File: src/rtl/ote_pkg.sv
`default_nettype none

package ote_pkg;

  // Command codes carried in the cmd field of an input transaction.
  localparam logic [2:0] CMD_USE       = 3'd0;
  localparam logic [2:0] CMD_RELEASE   = 3'd1;
  localparam logic [2:0] CMD_TICK      = 3'd2;
  localparam logic [2:0] CMD_EVICT_OLD = 3'd3;
  localparam logic [2:0] CMD_EVICT_ANY = 3'd4;

  // The frame counter starts here after reset.
  localparam logic [31:0] FRAME_RESET = 32'd2;

  typedef struct packed {
    logic [2:0] cmd;
    logic [7:0] entry;
    logic       evictable;
  } ote_in_t;

  typedef struct packed {
    logic       evicted;
    logic [7:0] victim;
  } ote_out_t;

  // One table word: flags and the frame stamp of the last use.
  typedef struct packed {
    logic        resident;
    logic        reloadable;
    logic [31:0] last_use;
  } ote_ent_t;

  typedef enum logic [2:0] {
    S_CLEAR,
    S_IDLE,
    S_REL,
    S_SCAN,
    S_EVW,
    S_DONE
  } ote_state_t;

endpackage

`default_nettype wire

File: src/rtl/ote_scan.sv
`default_nettype none

module ote_scan import ote_pkg::*; #(
  parameter int IW = 8
) (
  input  wire logic          clk,
  input  wire logic          rst_n,
  input  wire logic          start,
  input  wire logic [31:0]   limit,
  input  wire logic          any_en,
  input  wire logic          chk_vld,
  input  wire logic [IW-1:0] chk_idx,
  input  wire ote_ent_t      chk_ent,
  output logic               pick_found,
  output logic [IW-1:0]      pick_idx,
  output logic [31:0]        pick_stamp
);

  logic          old_found_r, old_found_nxt;
  logic [IW-1:0] old_idx_r, old_idx_nxt;
  logic [31:0]   old_best_r, old_best_nxt;
  logic          any_found_r, any_found_nxt;
  logic [IW-1:0] any_idx_r, any_idx_nxt;
  logic [31:0]   any_best_r, any_best_nxt;
  logic          cand;

  // Both searches run in the same pass. The age search keeps the first entry
  // with a strictly smaller stamp; the fallback keeps the last one that ties.
  always_comb begin
    cand          = chk_vld && chk_ent.resident && chk_ent.reloadable;
    old_found_nxt = old_found_r;
    old_idx_nxt   = old_idx_r;
    old_best_nxt  = old_best_r;
    any_found_nxt = any_found_r;
    any_idx_nxt   = any_idx_r;
    any_best_nxt  = any_best_r;
    if (start) begin
      old_found_nxt = 1'b0;
      old_best_nxt  = limit;
      any_found_nxt = 1'b0;
      any_best_nxt  = '1;
    end else begin
      if (cand && (chk_ent.last_use < old_best_r)) begin
        old_found_nxt = 1'b1;
        old_idx_nxt   = chk_idx;
        old_best_nxt  = chk_ent.last_use;
      end
      if (cand && (chk_ent.last_use <= any_best_r)) begin
        any_found_nxt = 1'b1;
        any_idx_nxt   = chk_idx;
        any_best_nxt  = chk_ent.last_use;
      end
    end
  end

  always_ff @(posedge clk) begin
    if (!rst_n) begin
      old_found_r <= 1'b0;
      any_found_r <= 1'b0;
    end else begin
      old_found_r <= old_found_nxt;
      any_found_r <= any_found_nxt;
    end
    old_idx_r  <= old_idx_nxt;
    old_best_r <= old_best_nxt;
    any_idx_r  <= any_idx_nxt;
    any_best_r <= any_best_nxt;
  end

  assign pick_found = old_found_r || (any_en && any_found_r);
  assign pick_idx   = old_found_r ? old_idx_r : any_idx_r;
  assign pick_stamp = old_found_r ? old_best_r : any_best_r;

endmodule

`default_nettype wire

File: config.mk
export PLATFORM = sky130hd
export DESIGN_NAME = ote_scan
export DESIGN_NICKNAME = d
export VERILOG_FILES = /design/src/rtl/ote_pkg.sv /design/src/rtl/ote_scan.sv
export SDC_FILE = /design/constraint.sdc
export NUM_CORES = 1
export LEC_CHECK = 0
export BUFFER_PORTS_ARGS = -buffer_cell sky130_fd_sc_hd__buf_2
export CORE_AREA = 2 2 125 127
export DETAILED_ROUTE_END_ITERATION = 8
export DIE_AREA = 0 0 127 129
export SLEW_MARGIN = 25
export SYNTH_ARGS = -nofsm -noshare
export SYNTH_HDL_FRONTEND = slang
export SYNTH_SLANG_ARGS = --single-unit
File: constraint.sdc
create_clock -name clk -period 2.6 [get_ports clk]
set_input_delay 0.13 -clock clk [delete_from_list [all_inputs] [get_ports clk]]
set_output_delay 0.13 -clock clk [all_outputs]
set_load 0.005 [all_outputs]
==> impl_results.md <==
* Mean Syn Cell Area at 9.74 um^2
* Placed standard-cell area at 6080 um^2
* Layout area overhead at 29.5%
* Number of distinct library cells after synthesis at 41
* CP Launch Type: flip-flop
* DRC Markers at 0
* Worst slew pin tran at 746 ps
* Filler cell count at 1438
* Num rows at 45
* GPL Wtd Cong at 0.818
* Worst slack at placement at -261 ps
* Vias in the first global route at 4383
* Area of the core at 15000 um^2
* TritonCTS Buffers at 9
* Register Area at 2130 um^2
* Commonest cells after routing, fill and taps aside: buf_2 (118), nor2_1 (71), inv_1 (62)
* Clk_skew at 7.78 ps
* Final worst slack at 5.91 ps
* Routed wire length at 13.4 mm
* Status: finished clean
* Vias per inst at 4.96
* Part of the cycle the worst path needs at 0.998
* # diodes at 0
* # IOs at 120
* Register clock-pin slew on the reported worst setup and hold paths at 60 ps
* #FFs+latches synth at 82
* Post-Syn Nets at 676
* Clk sink count at 82
* Hold Vio Cnt, Final at 0
* Min Tclk post-route at 2590 ps
* Power Density at 503 nW/um^2
* RSZ-0062 raised after global routing: true
* Highest Clock Rate at 0.385 GHz
* Setup crit end kind: flip-flop
* Die width at 127 um
* Initial Util at 0.347
* EDFF count, synth at 48
* GR Overflow Total at 0
* Commonest non-fill, non-tap cell in the layout: buf_2
* Final nets at 818
* Buffer levels on the longest clock path at 2
* Fin util at 0.450
* P_leak at 0.00310 uW
* Initial DRC count at 148
* Drt pass-1 iters at 4
* Post-DP HPWL at 9.88 mm
* Ys async rst share at 0
* Overall global routing resource usage at 0.164
* Fraction of layout cells with a size suffix above 1 at 0.329
* Main synth FF type: edfxtp_1
* Multi-input logic area at 2870 um^2
* Synthesized cell area at 5200 um^2
* Sequential area share after synthesis at 0.408
* Final setup viols at 0
* Peak supply drop at 305 uV
* WL/cell at 15.4 um
* HP Class: input pin to flip-flop
* Syn Inst Count at 534
* CP Class: flip-flop to flip-flop
* Finished Cell Area at 6730 um^2
* Post-detailed-route count of antenna-violating nets at 0
* Largest net degree at the start of global routing at 64
* Synth warnings at 0
* Initial antenna violation count at 0
* Final Max Slew Viols at 0
* Critical Path RT at 2660 ps
* Tot Pwr at 3390 uW
* Arrival time at the worst endpoint at 2650 ps
* Global-route wire length before repair at 21.2 mm
* Slew headroom at 0.502
* Max_cap viols at 0
* Vias at 4308
* Worst-path fanout max at 5
* Die Ht at 129 um
* CTS HTree Levels at 3
* Clk Latency, worst-skew pair at 340 ps
* CTS Root Cell: clkbuf_16
* Die area at 16400 um^2
* CTS tree: built
* IO Port Bufs at 119
==> power by group <==
group | switching (uW) | internal (uW)
Sequential | 42.5 | 1470
Combinational | 346 | 327
Clock | 505 | 699
==> cell usage after synthesis (all sizes together) (10+ instances only) <==
library cell / instances / area, um^2
dfxtp: 34 / 681
o21ai: 38 / 190
inv: 64 / 240
nor2: 71 / 267
mux2: 40 / 450
clkbuf: 16 / 60.1
edfxtp: 48 / 1440
ha: 63 / 788
mux2i: 32 / 320
nand4: 10 / 62.6
nand2: 44 / 165
a21oi: 18 / 90.1
==> stage by stage <==
stage	cells	hold WS, ps	TNS (ps)
2_1_floorplan	534	229	-7600
3_3_place_gp	833	333	-6830
3_5_place_dp	833	332	-8890
4_1_cts	867	0.709	-1370
5_1_grt	869	3.14	-2400
6_report	869	9.50	0
==> worst max-delay path, stage by stage (launching register included) <==
cell       delay, ps
edfxtp_1         400
inv_2             80
ha_4             190
a21o_1           180
a211oi_2         300
buf_4            170
buf_4             90
buf_4             80
buf_4            110
and3_4           190
a21oi_4           50
nand3b_1         120
buf_6            180
clkbuf_16        160
==> layer usage <==
layer,routed length (um),track usage,share of wire
met5,0,0,0
met4,335,0.0756,0.025
met3,520,0.0308,0.039
met2,6690,0.293,0.50
met1,5830,0.192,0.44
==> sequential cells by signal, summed over array words and instances, names as in the netlist <==
register,count
any_found_r,1
old_best_r,32
old_found_r,1
any_idx_r,8
any_best_r,32
old_idx_r,8
==> kinds of logic (layout without fill, tap and decap cells) <==
logic type               after synthesis  in the layout  synth area share
flip-flops                            82             82             0.408
adder cells (fa/ha/maj)               63             63             0.152
multiplexers                          72             72             0.148
AO/OA/AOI/OAI                         85             85             0.101
AND/OR/NAND/NOR                      146            146             0.123
buffers and inverters                 86            233            0.0686
==> cell type report <==
type | instances | area share
Timing Repair Buffer | 153 | 0.147
Clock buffer | 14 | 0.0392
Tap cell | 188 | 0.0349
Multi-Input combinational cell | 366 | 0.425
Clock inverter | 2 | 0.00186
Sequential cell | 82 | 0.316
Inverter | 64 | 0.0357
==> final timing paths <==
| path | slack [ps] | depth (start not counted) | to | startpoint |
|---|---|---|---|---|
| max | 6 | 13 | old_best_r[30]$_DFFE_PP_ | old_best_r[30]$_DFFE_PP_ |
| min | 9 | 1 | any_idx_r[3]$_DFFE_PP_ | chk_idx[3] |
| max reg2reg | 6 | 13 | old_best_r[30]$_DFFE_PP_ | old_best_r[30]$_DFFE_PP_ |
| min reg2reg | 480 | 1 | any_found_r$_SDFFE_PP0P_ | any_found_r$_SDFFE_PP0P_ |
==> timing repair <==
item | 4_1_cts | 5_1_grt
endpoints found under the hold margin | 14 | 0
cloned | 2 | 1
pin swaps | 4 | 11
resized for setup | 16 | 16
setup endpoints to repair | 42 | 59
buffers inserted | 9 | 5
hold buffers | 7 | 0
No activity file was read; power rests on OpenSTA's default activity.
